--- src/hw/rtl/tlrs_pkg.sv ---
// ----------------------------------------------------------------------------
// Thumb load request sequencer package
// Types and constants shared by the sequencer and its checker.
// ----------------------------------------------------------------------------
package tlrs_pkg;

  localparam int unsigned AddrW   = 32;
  localparam int unsigned OpW     = 3;
  localparam int unsigned RegIdxW = 3;
  localparam int unsigned ListW   = 8;
  localparam int unsigned BytesW  = 3;
  localparam int unsigned KindW   = 2;

  localparam logic [BytesW-1:0] WordBytes = 3'd4;
  localparam logic [BytesW-1:0] HalfBytes = 3'd2;
  localparam logic [BytesW-1:0] ByteBytes = 3'd1;
  localparam logic [AddrW-1:0]  AddrStep  = 32'd4;

  typedef enum logic [OpW-1:0] {
    OP_LDR   = 3'd0,
    OP_LDRH  = 3'd1,
    OP_LDRB  = 3'd2,
    OP_LDRSB = 3'd3,
    OP_LDRSH = 3'd4,
    OP_LDM   = 3'd5
  } opcode_e;

  typedef enum logic [KindW-1:0] {
    KIND_READ      = 2'd0,
    KIND_WRITEBACK = 2'd1,
    KIND_SKIP      = 2'd2
  } kind_e;

  typedef enum logic [1:0] {
    ST_IDLE,
    ST_LIST,
    ST_WRITEBACK
  } state_e;

  typedef struct packed {
    kind_e              kind;
    logic [AddrW-1:0]   read_address;
    logic [BytesW-1:0]  read_bytes;
    logic               sign_extend;
    logic [RegIdxW-1:0] target;
    logic [AddrW-1:0]   new_base;
    logic               last;
  } result_t;

endpackage

--- src/hw/rtl/thumb_load_request_sequencer_top.sv ---
// ----------------------------------------------------------------------------
// Thumb load request sequencer
// A single load or skip is registered and valid in the cycle after acceptance, one per
// cycle while the output is not stalled. An LDM first enters the list state, which then
// registers one result per cycle while not stalled. Reset clears state and valid.
// ----------------------------------------------------------------------------
module thumb_load_request_sequencer_top (
  input  logic                          clk_i,
  input  logic                          rst_ni,
  input  logic                          in_valid_i,
  output logic                          in_stall_o,
  input  logic [tlrs_pkg::OpW-1:0]      opcode_i,
  input  logic [tlrs_pkg::AddrW-1:0]    base_value_i,
  input  logic [tlrs_pkg::AddrW-1:0]    offset_value_i,
  input  logic [tlrs_pkg::RegIdxW-1:0]  dest_index_i,
  input  logic [tlrs_pkg::RegIdxW-1:0]  base_index_i,
  input  logic [tlrs_pkg::ListW-1:0]    register_list_i,
  input  logic                          condition_passed_i,
  output logic                          out_valid_o,
  input  logic                          out_stall_i,
  output logic [tlrs_pkg::KindW-1:0]    result_kind_o,
  output logic [tlrs_pkg::AddrW-1:0]    read_address_o,
  output logic [tlrs_pkg::BytesW-1:0]   read_bytes_o,
  output logic                          sign_extend_o,
  output logic [tlrs_pkg::RegIdxW-1:0]  target_register_o,
  output logic [tlrs_pkg::AddrW-1:0]    new_base_value_o,
  output logic                          last_o
);

  tlrs_pkg::state_e  state_q, state_d;
  logic              out_valid_q, out_valid_d;
  tlrs_pkg::result_t res_q, res_d;

  logic [tlrs_pkg::ListW-1:0]   list_q, list_d;
  logic [tlrs_pkg::AddrW-1:0]   addr_q, addr_d;
  logic [tlrs_pkg::RegIdxW-1:0] bidx_q, bidx_d;
  logic                         wb_q, wb_d;

  logic                         out_free;
  logic                         single_load;
  logic [tlrs_pkg::AddrW-1:0]   add_a, add_b, add_sum;
  logic [tlrs_pkg::ListW-1:0]   list_rest;
  logic [tlrs_pkg::RegIdxW-1:0] low_idx;

  assign out_free    = !out_valid_q || !out_stall_i;
  assign single_load = opcode_i inside {tlrs_pkg::OP_LDR, tlrs_pkg::OP_LDRH,
                                        tlrs_pkg::OP_LDRB, tlrs_pkg::OP_LDRSB,
                                        tlrs_pkg::OP_LDRSH};

  // The one adder forms the single-load address, then steps the LDM address.
  assign add_a   = (state_q == tlrs_pkg::ST_IDLE) ? base_value_i : addr_q;
  assign add_b   = (state_q == tlrs_pkg::ST_IDLE) ? offset_value_i : tlrs_pkg::AddrStep;
  assign add_sum = add_a + add_b;

  assign list_rest = list_q & (list_q - tlrs_pkg::ListW'(1));

  always_comb begin
    low_idx = '0;
    for (int i = tlrs_pkg::ListW - 1; i >= 0; i--) begin
      if (list_q[i]) begin
        low_idx = tlrs_pkg::RegIdxW'(i);
      end
    end
  end

  always_comb begin
    state_d     = state_q;
    out_valid_d = out_valid_q && out_stall_i;
    res_d       = res_q;
    list_d      = list_q;
    addr_d      = addr_q;
    bidx_d      = bidx_q;
    wb_d        = wb_q;
    in_stall_o  = 1'b1;

    case (state_q)
      tlrs_pkg::ST_IDLE: begin
        in_stall_o = !out_free;
        if (in_valid_i && out_free) begin
          out_valid_d = 1'b1;
          res_d       = '0;
          res_d.kind  = tlrs_pkg::KIND_SKIP;
          res_d.last  = 1'b1;
          if (condition_passed_i && single_load) begin
            res_d.kind         = tlrs_pkg::KIND_READ;
            res_d.read_address = add_sum;
            res_d.target       = dest_index_i;
            case (opcode_i)
              tlrs_pkg::OP_LDRH: begin
                res_d.read_bytes = tlrs_pkg::HalfBytes;
              end
              tlrs_pkg::OP_LDRB: begin
                res_d.read_bytes = tlrs_pkg::ByteBytes;
              end
              tlrs_pkg::OP_LDRSB: begin
                res_d.read_bytes  = tlrs_pkg::ByteBytes;
                res_d.sign_extend = 1'b1;
              end
              tlrs_pkg::OP_LDRSH: begin
                res_d.read_bytes  = tlrs_pkg::HalfBytes;
                res_d.sign_extend = 1'b1;
              end
              default: begin
                res_d.read_bytes = tlrs_pkg::WordBytes;
              end
            endcase
          end else if (condition_passed_i && opcode_i == tlrs_pkg::OP_LDM
                       && register_list_i != '0) begin
            out_valid_d = 1'b0;
            res_d       = res_q;
            list_d      = register_list_i;
            addr_d      = base_value_i;
            bidx_d      = base_index_i;
            wb_d        = !register_list_i[base_index_i];
            state_d     = tlrs_pkg::ST_LIST;
          end
        end
      end
      tlrs_pkg::ST_LIST: begin
        if (out_free) begin
          out_valid_d        = 1'b1;
          res_d              = '0;
          res_d.kind         = tlrs_pkg::KIND_READ;
          res_d.read_address = addr_q;
          res_d.read_bytes   = tlrs_pkg::WordBytes;
          res_d.target       = low_idx;
          res_d.last         = (list_rest == '0) && !wb_q;
          addr_d             = add_sum;
          list_d             = list_rest;
          if (list_rest == '0) begin
            state_d = wb_q ? tlrs_pkg::ST_WRITEBACK : tlrs_pkg::ST_IDLE;
          end
        end
      end
      tlrs_pkg::ST_WRITEBACK: begin
        if (out_free) begin
          out_valid_d    = 1'b1;
          res_d          = '0;
          res_d.kind     = tlrs_pkg::KIND_WRITEBACK;
          res_d.target   = bidx_q;
          res_d.new_base = addr_q;
          res_d.last     = 1'b1;
          state_d        = tlrs_pkg::ST_IDLE;
        end
      end
      default: begin
        state_d = tlrs_pkg::ST_IDLE;
      end
    endcase
  end

  always_ff @(posedge clk_i or negedge rst_ni) begin
    if (!rst_ni) begin
      state_q     <= tlrs_pkg::ST_IDLE;
      out_valid_q <= 1'b0;
    end else begin
      state_q     <= state_d;
      out_valid_q <= out_valid_d;
    end
  end

  always_ff @(posedge clk_i) begin
    res_q  <= res_d;
    list_q <= list_d;
    addr_q <= addr_d;
    bidx_q <= bidx_d;
    wb_q   <= wb_d;
  end

  assign out_valid_o       = out_valid_q;
  assign result_kind_o     = res_q.kind;
  assign read_address_o    = res_q.read_address;
  assign read_bytes_o      = res_q.read_bytes;
  assign sign_extend_o     = res_q.sign_extend;
  assign target_register_o = res_q.target;
  assign new_base_value_o  = res_q.new_base;
  assign last_o            = res_q.last;

endmodule

--- config.mk ---
export PLATFORM = sky130hd
export DESIGN_NAME = thumb_load_request_sequencer_top
export DESIGN_NICKNAME = d
export VERILOG_FILES = /design/src/hw/rtl/tlrs_pkg.sv /design/src/hw/rtl/thumb_load_request_sequencer_top.sv
export SDC_FILE = /design/constraint.sdc
export NUM_CORES = 1
export LEC_CHECK = 0
export BUFFER_PORTS_ARGS = -buffer_cell sky130_fd_sc_hd__clkbuf_2
export CAP_MARGIN = 10
export CELL_PAD_IN_SITES_DETAIL_PLACEMENT = 1
export CELL_PAD_IN_SITES_GLOBAL_PLACEMENT = 2
export CORE_ASPECT_RATIO = 1.1
export CORE_MARGIN = 4
export CORE_UTILIZATION = 30
export CTS_CLUSTER_DIAMETER = 50
export DETAILED_ROUTE_END_ITERATION = 7
export PLACE_DENSITY = 0.83
export SYNTH_ARGS = -nofsm -noshare
export SYNTH_HDL_FRONTEND = slang
export SYNTH_SLANG_ARGS = --single-unit
--- constraint.sdc ---
create_clock -name clk_i -period 9.33 [get_ports clk_i]
set_input_delay 1.866 -clock clk_i [delete_from_list [all_inputs] [get_ports clk_i]]
set_output_delay 1.866 -clock clk_i [all_outputs]
set_load 0.05 [all_outputs]
# Yosys cells after proc, flatten, opt, wreduce, memory -nomap -nowiden
# Index checks and enable logic that the tools add are counted.
# Widths: inputs -> output; s select.
[totals]
output_inout_bits = 76
regBits = 121
[op_classes]
n_addsub = 2
n_reduce_logical = 27
mux = 45
bitwise = 2
n_lt_le_gt_ge = 1
eq_ne = 14
[ops]
columns = ["cell", "n"]
rows = [
  ["$mux 74", 4],
  ["$pmux 74 s3", 1],
  ["$mux 32", 6],
  ["$pmux 32 s2", 1],
  ["$mux 41", 1],
  ["$mux 33", 1],
  ["$add 32x32->32", 1],
  ["$mux 8", 4],
  ["$mux 3", 8],
  ["$pmux 8 s2", 1],
  ["$mux 2", 7],
  ["$reduce_and 5->1", 2],
  ["$and 8x8->8", 1],
  ["$logic_not 8->1", 1],
  ["$ne 2x2->1 const B", 4],
  ["$reduce_bool 8->1", 1],
  ["$reduce_or 2->1", 4],
  ["$sub 8x1->8 const B", 1],
  ["$mux 1", 7],
  ["$eq 3x2->1 const B", 2],
  ["$eq 3x3->1 const B", 2],
  ["$logic_and 1x1->1", 6],
  ["$pmux 2 s3", 1],
  ["$pmux 3 s2", 1],
  ["18 further kinds", 23],
]

# Logic depth before layout (Yosys ltp)
[logic_depth]
depth_word = 10
mapped_depth = 15
depth_no_buf = 12

# Least setup slack after synthesis
# Ideal clock, no wire load.
[synth_path]
path_kind = "input -> register"
startpoint = "input port register_list_i[0] (netlist name)"
endpoint = "register res_q (netlist bit last_o), enable pin"
setup_time_ns = 0.616
t_arrival_ns = 7.785
slack_ns = 0.929
path_stages = 3
path_cell_list = "nor4_1 a21oi_1 a211oi_1"
[synth_via]
elab_chain_cells = 4
[synth_rtl]
columns = ["element", "line_no", "rtl"]
rows = [
  ["start, declared", "thumb_load_request_sequencer_top.sv:17", "input logic [tlrs_pkg::ListW-1:0] register_list_i,"],
  ["$reduce_bool 8->1", "thumb_load_request_sequencer_top.sv:108", "&& register_list_i != '0) begin"],
  ["$logic_and 1x1->1", "thumb_load_request_sequencer_top.sv:108", ""],
  ["$ne 3x3->1 (no source line)", "-", ""],
  ["$reduce_and 5->1 (no source line)", "-", ""],
  ["end signal, assigned", "thumb_load_request_sequencer_top.sv:163", "res_q <= res_d;"],
  ["end, declared", "thumb_load_request_sequencer_top.sv:32", "tlrs_pkg::result_t res_q, res_d;"],
]
# Every way passes these cells.
# A chain may end at the register's enable or synchronous reset.

# Final worst setup path
[layout_path]
startpoint = "register state_q[1]"
endpoint = "register addr_q[25] (netlist name) (data pin)"
[layout_via]
elab_chain_cells = 5
[layout_rtl]
columns = ["element", "line_no", "rtl"]
rows = [
  ["start, declared", "thumb_load_request_sequencer_top.sv:30", "tlrs_pkg::state_e state_q, state_d;"],
  ["start signal, assigned", "thumb_load_request_sequencer_top.sv:154", "state_q <= tlrs_pkg::ST_IDLE;"],
  ["start signal, assigned", "thumb_load_request_sequencer_top.sv:157", "state_q <= state_d;"],
  ["$logic_not 2->1", "thumb_load_request_sequencer_top.sv:51, thumb_load_request_sequencer_top.sv:52, thumb_load_request_sequencer_top.sv:76", ""],
  ["$mux 32, on equally long branches", "thumb_load_request_sequencer_top.sv:51, thumb_load_request_sequencer_top.sv:52", ""],
  ["$add 32x32->32", "thumb_load_request_sequencer_top.sv:53", "assign add_sum = add_a + add_b;"],
  ["$mux 32", "thumb_load_request_sequencer_top.sv:120", "if (out_free) begin"],
  ["$pmux 32 s2 *", "thumb_load_request_sequencer_top.sv:76", "case (state_q)"],
  ["named net addr_d (one bit)", "thumb_load_request_sequencer_top.sv:35", "logic [tlrs_pkg::AddrW-1:0] addr_q, addr_d;"],
  ["end signal, assigned", "thumb_load_request_sequencer_top.sv:165", "addr_q <= addr_d;"],
  ["end, declared", "thumb_load_request_sequencer_top.sv:35", ""],
]
# Mark *: on every way through the listed nets, which the timed path passes. The rest lies on a longest branch. The select of a mux whose other input is x is not followed.

==> run_results.csv <==
group,metric,value,unit
placement,portBuffers,161,
sta,fin_skew,0.0117,ns
clock_tree,cts_setup_buffers,0,
sta,relSlewSlack,42.7,%
routing,first_pass_iters,4,
critical_path,cp-startpoint,"state_q[1]",
critical_path,rr_startpoint,"state_q[1]",
critical_path,end_kind,"flip-flop",
yosys,synth_edf_count,118,
clock_tree,worstSkewPairLatency,0.42,ns
yosys,synthArstFlopShare,2.48,%
sta,setup_viol,0,
routing,via_per_inst,5.24,
final_layout,syn2layout_area_growth,22.0,%
run_status,outcome,"finished, final reports clean",
clock_tree,cts_made_buffers,17,
routing,vias,6647,
sta,tns,0,ns
routing,drc,0,
final_layout,antenna_cells,0,
flow_run,drv_cap,0,
die,die_y,178,µm
die,die-area,0.0290,mm²
clock_tree,cts.sinks,121,
critical_path,worst-setup-path-type,"reg -> reg",
yosys,synthFlopType,"edfxtp_1",
placement,hpwl,19500,µm
die,ios,162,
yosys,ys_seq_elements,121,
critical_path,arrival,4.59,ns
sta,slew_violations,0,
final_layout,drive_above_1_share,29.4,%
routing,ant_nets,0,
critical_path,crit_slowest_cell,"buf_4",
global_route,grt_usage,18.1,%
global_route,grt_pass1_vias,6933,
die,initial_core_util,30.3,%
global_route,grt-ovfl-total,0,
routing,wl_per_cell,20.9,µm
sta,rsz0062_at_grt,"no",
critical_path,cp.required,9.44,ns
worst_hold_path,holdPathStages,1,
critical_path,crit_path_cell_trace,"inv_1, ha_2, buf_4, mux2_2, ha_1, nand2_1, nor3_1, nor2_1, o31ai_2, o21ba_2, mux2i_1, o311ai_0",
clock_tree,post_cts_resized,0,
die,die_w,163,µm
yosys,synthCells,762,
clock_tree,cts.htree.levels,4,
sta,min_period,4.48,ns
placement,place_worst_setup_slack,4.66,ns
clock_tree,tritoncts,"done",
critical_path,cp.buffers_inverters,2,
clock_tree,cts_buffer_depth,2,
final_layout,finalNetCount,1026,
yosys,ys_seq_area_share,45.8,%
global_route,grt_start_max_net_pins,63,
critical_path,reg2reg_to,"addr_q[25]",
yosys,synth_area_per_cell,10.4,µm²
sta,final-hold-violation-count,0,
critical_path,ff2ff_path_depth,12,
clock_tree,root_buffer,"clkbuf_16",
routing,dr.first_iter.drc_count,440,
die,rows,62,
routing,finalWirelength,26500,µm
worst_hold_path,hold_path_class,"reg -> reg",
yosys,yosys_warnings,0,
critical_path,critPathCapture,"addr_q[25]",
critical_path,cp_slowest_stage_delay,0.62,ns
sta,max_freq,223,MHz
sta,fin_ws,4.85,ns
global_route,grt_pass1_wl,40400,µm
global_route,antenna_found_initial,0,
yosys,synthesis.nets,885,
critical_path,reg2reg_slack,4.85,ns
clock_tree,ctsHoldBuffers,0,
clock_tree,clk_pin_slew,0.06,ns
critical_path,start_kind,"flip-flop",
sta,worstMarginPinSlew,0.859,ns
die,core_area,0.0261,mm²
critical_path,worst_path_dominant_cell_family,"compound AO/OA/AOI/OAI gates",
yosys,yosysUniqueCellTypes,69,
critical_path,path_depth,12,
yosys,syn_area,0.00791,mm²
critical_path,critPathMaxFanout,60,
placement,gp_congestion,0.869,
sta,post-route-period-util,48.0,%
==> area by class of cell <==
cell class / instances / area [µm²]
clock buffers: 19 / 433
clock inverters: 13 / 154
fillers: 3005 / 16400
inverters: 20 / 75.1
multi-input cells: 575 / 4070
flip-flops and latches: 121 / 3620
well taps: 352 / 440
repair buffers: 168 / 858
==> metal layers <==
layer  vias to the layer above  routed length [µm]  global-route usage [%]  part of all wire [%]
li1                       3151                   -                       -                     -
met1                      3298               12000                    23.9                    45
met2                       167               13000                    30.7                    49
met3                        31                1070                    2.77                   4.0
met4                         0                 513                    5.73                   1.9
met5                         -                   0                       0                     0
==> through the flow <==
stage,utilization [%],cells,hold slack (ns),cell area (µm²)
after CTS,37.0,1268,0.564,9640
after detailed placement,34.7,1236,0.556,9060
after floorplan,-,762,0.498,7910
after global routing,37.0,1268,0.576,9640
final,37.0,1268,0.568,9640
after global placement,34.7,1236,0.538,9060
==> cells in the final DEF, fill, tap and decap left out, drive strengths merged, types with 7 or more instances in the layout <==
cell type  count
o31ai          9
xor2           8
mux2i         10
buf            7
a21oi         53
nor2b         12
a22o          20
clkbuf       180
ha            36
inv           20
and3          37
mux2          51
nor4           7
xnor2         12
edfxtp       118
nor3          17
nand3         19
o21ai         46
a211oi         9
nand2         61
nor2          48
and2          35
o21a           9
==> cells in the mapped netlist (3+ instances only) <==
cell type	count	share of area [%]
and2_1	35	2.8
or3_1	4	0.32
nand2_1	60	2.8
ha_1	36	5.7
nor2b_1	11	0.87
mux2i_1	10	1.3
a31oi_1	5	0.40
mux2_2	51	7.3
inv_1	20	0.95
xnor2_1	12	1.3
o21bai_1	3	0.28
a22oi_1	4	0.38
a21oi_1	51	3.2
a211oi_1	9	0.85
buf_1	3	0.14
a22o_1	20	2.2
nand2b_1	4	0.32
nand3_1	18	1.1
and3_1	37	2.9
nor3_1	17	1.1
nor4_1	7	0.55
a21boi_1	3	0.28
clkbuf_1	42	2.0
o21ai_0	31	2.0
dfrtp_1	3	0.95
nor2_1	47	2.2
o21ai_1	14	0.89
o21a_1	9	0.85
a21o_1	4	0.38
edfxtp_1	118	45
o311ai_0	3	0.33
o211ai_1	4	0.38
nand4_1	5	0.40
o31ai_1	8	0.76
xor2_1	8	0.89
==> worst register-to-register path, stage by stage (launching register included) <==
cell and delay [ns]:
dfrtp_1 0.42, inv_1 0.12, ha_2 0.37, buf_4 0.62, mux2_2 0.44, ha_1 0.36
nand2_1 0.11, nor3_1 0.36, nor2_1 0.16, o31ai_2 0.60, o21ba_2 0.30, mux2i_1 0.19
o311ai_0 0.14
==> registers in the layout, indices dropped and copies added (netlist names), 2 cells and up <==
register	cells
addr_q	32
new_base_value_o	32
bidx_q	3
list_q	8
result_kind_o	2
read_bytes_o	3
target_register_o	3
read_address_o	32
state_q	2
==> how the worst min path moves through the flow <==
stage	end	from	slack (ns)
floorplan	state_q[1]	state_q[1]	0.50
global placement	target_register_o[2]	bidx_q[2]	0.54
detailed placement	state_q[1]	state_q[1]	0.56
CTS	target_register_o[0]	bidx_q[0]	0.56
finish	target_register_o[0]	bidx_q[0]	0.57
global route	target_register_o[1]	bidx_q[1]	0.58
==> logic make-up after synthesis <==
logic type / synth area share, %
AOI/OAI and AO/OA: 16.6
xor gates and xnor gates: 2.22
adders and majority gates: 6.08
buffers and inverters: 3.23
DFF: 45.8
muxes: 9.10
and+or+nand+nor: 17.0
Power is left out: the tool's default activity adds up to more than one toggle a clock period on the data nets, which glitch-free logic cannot reach.
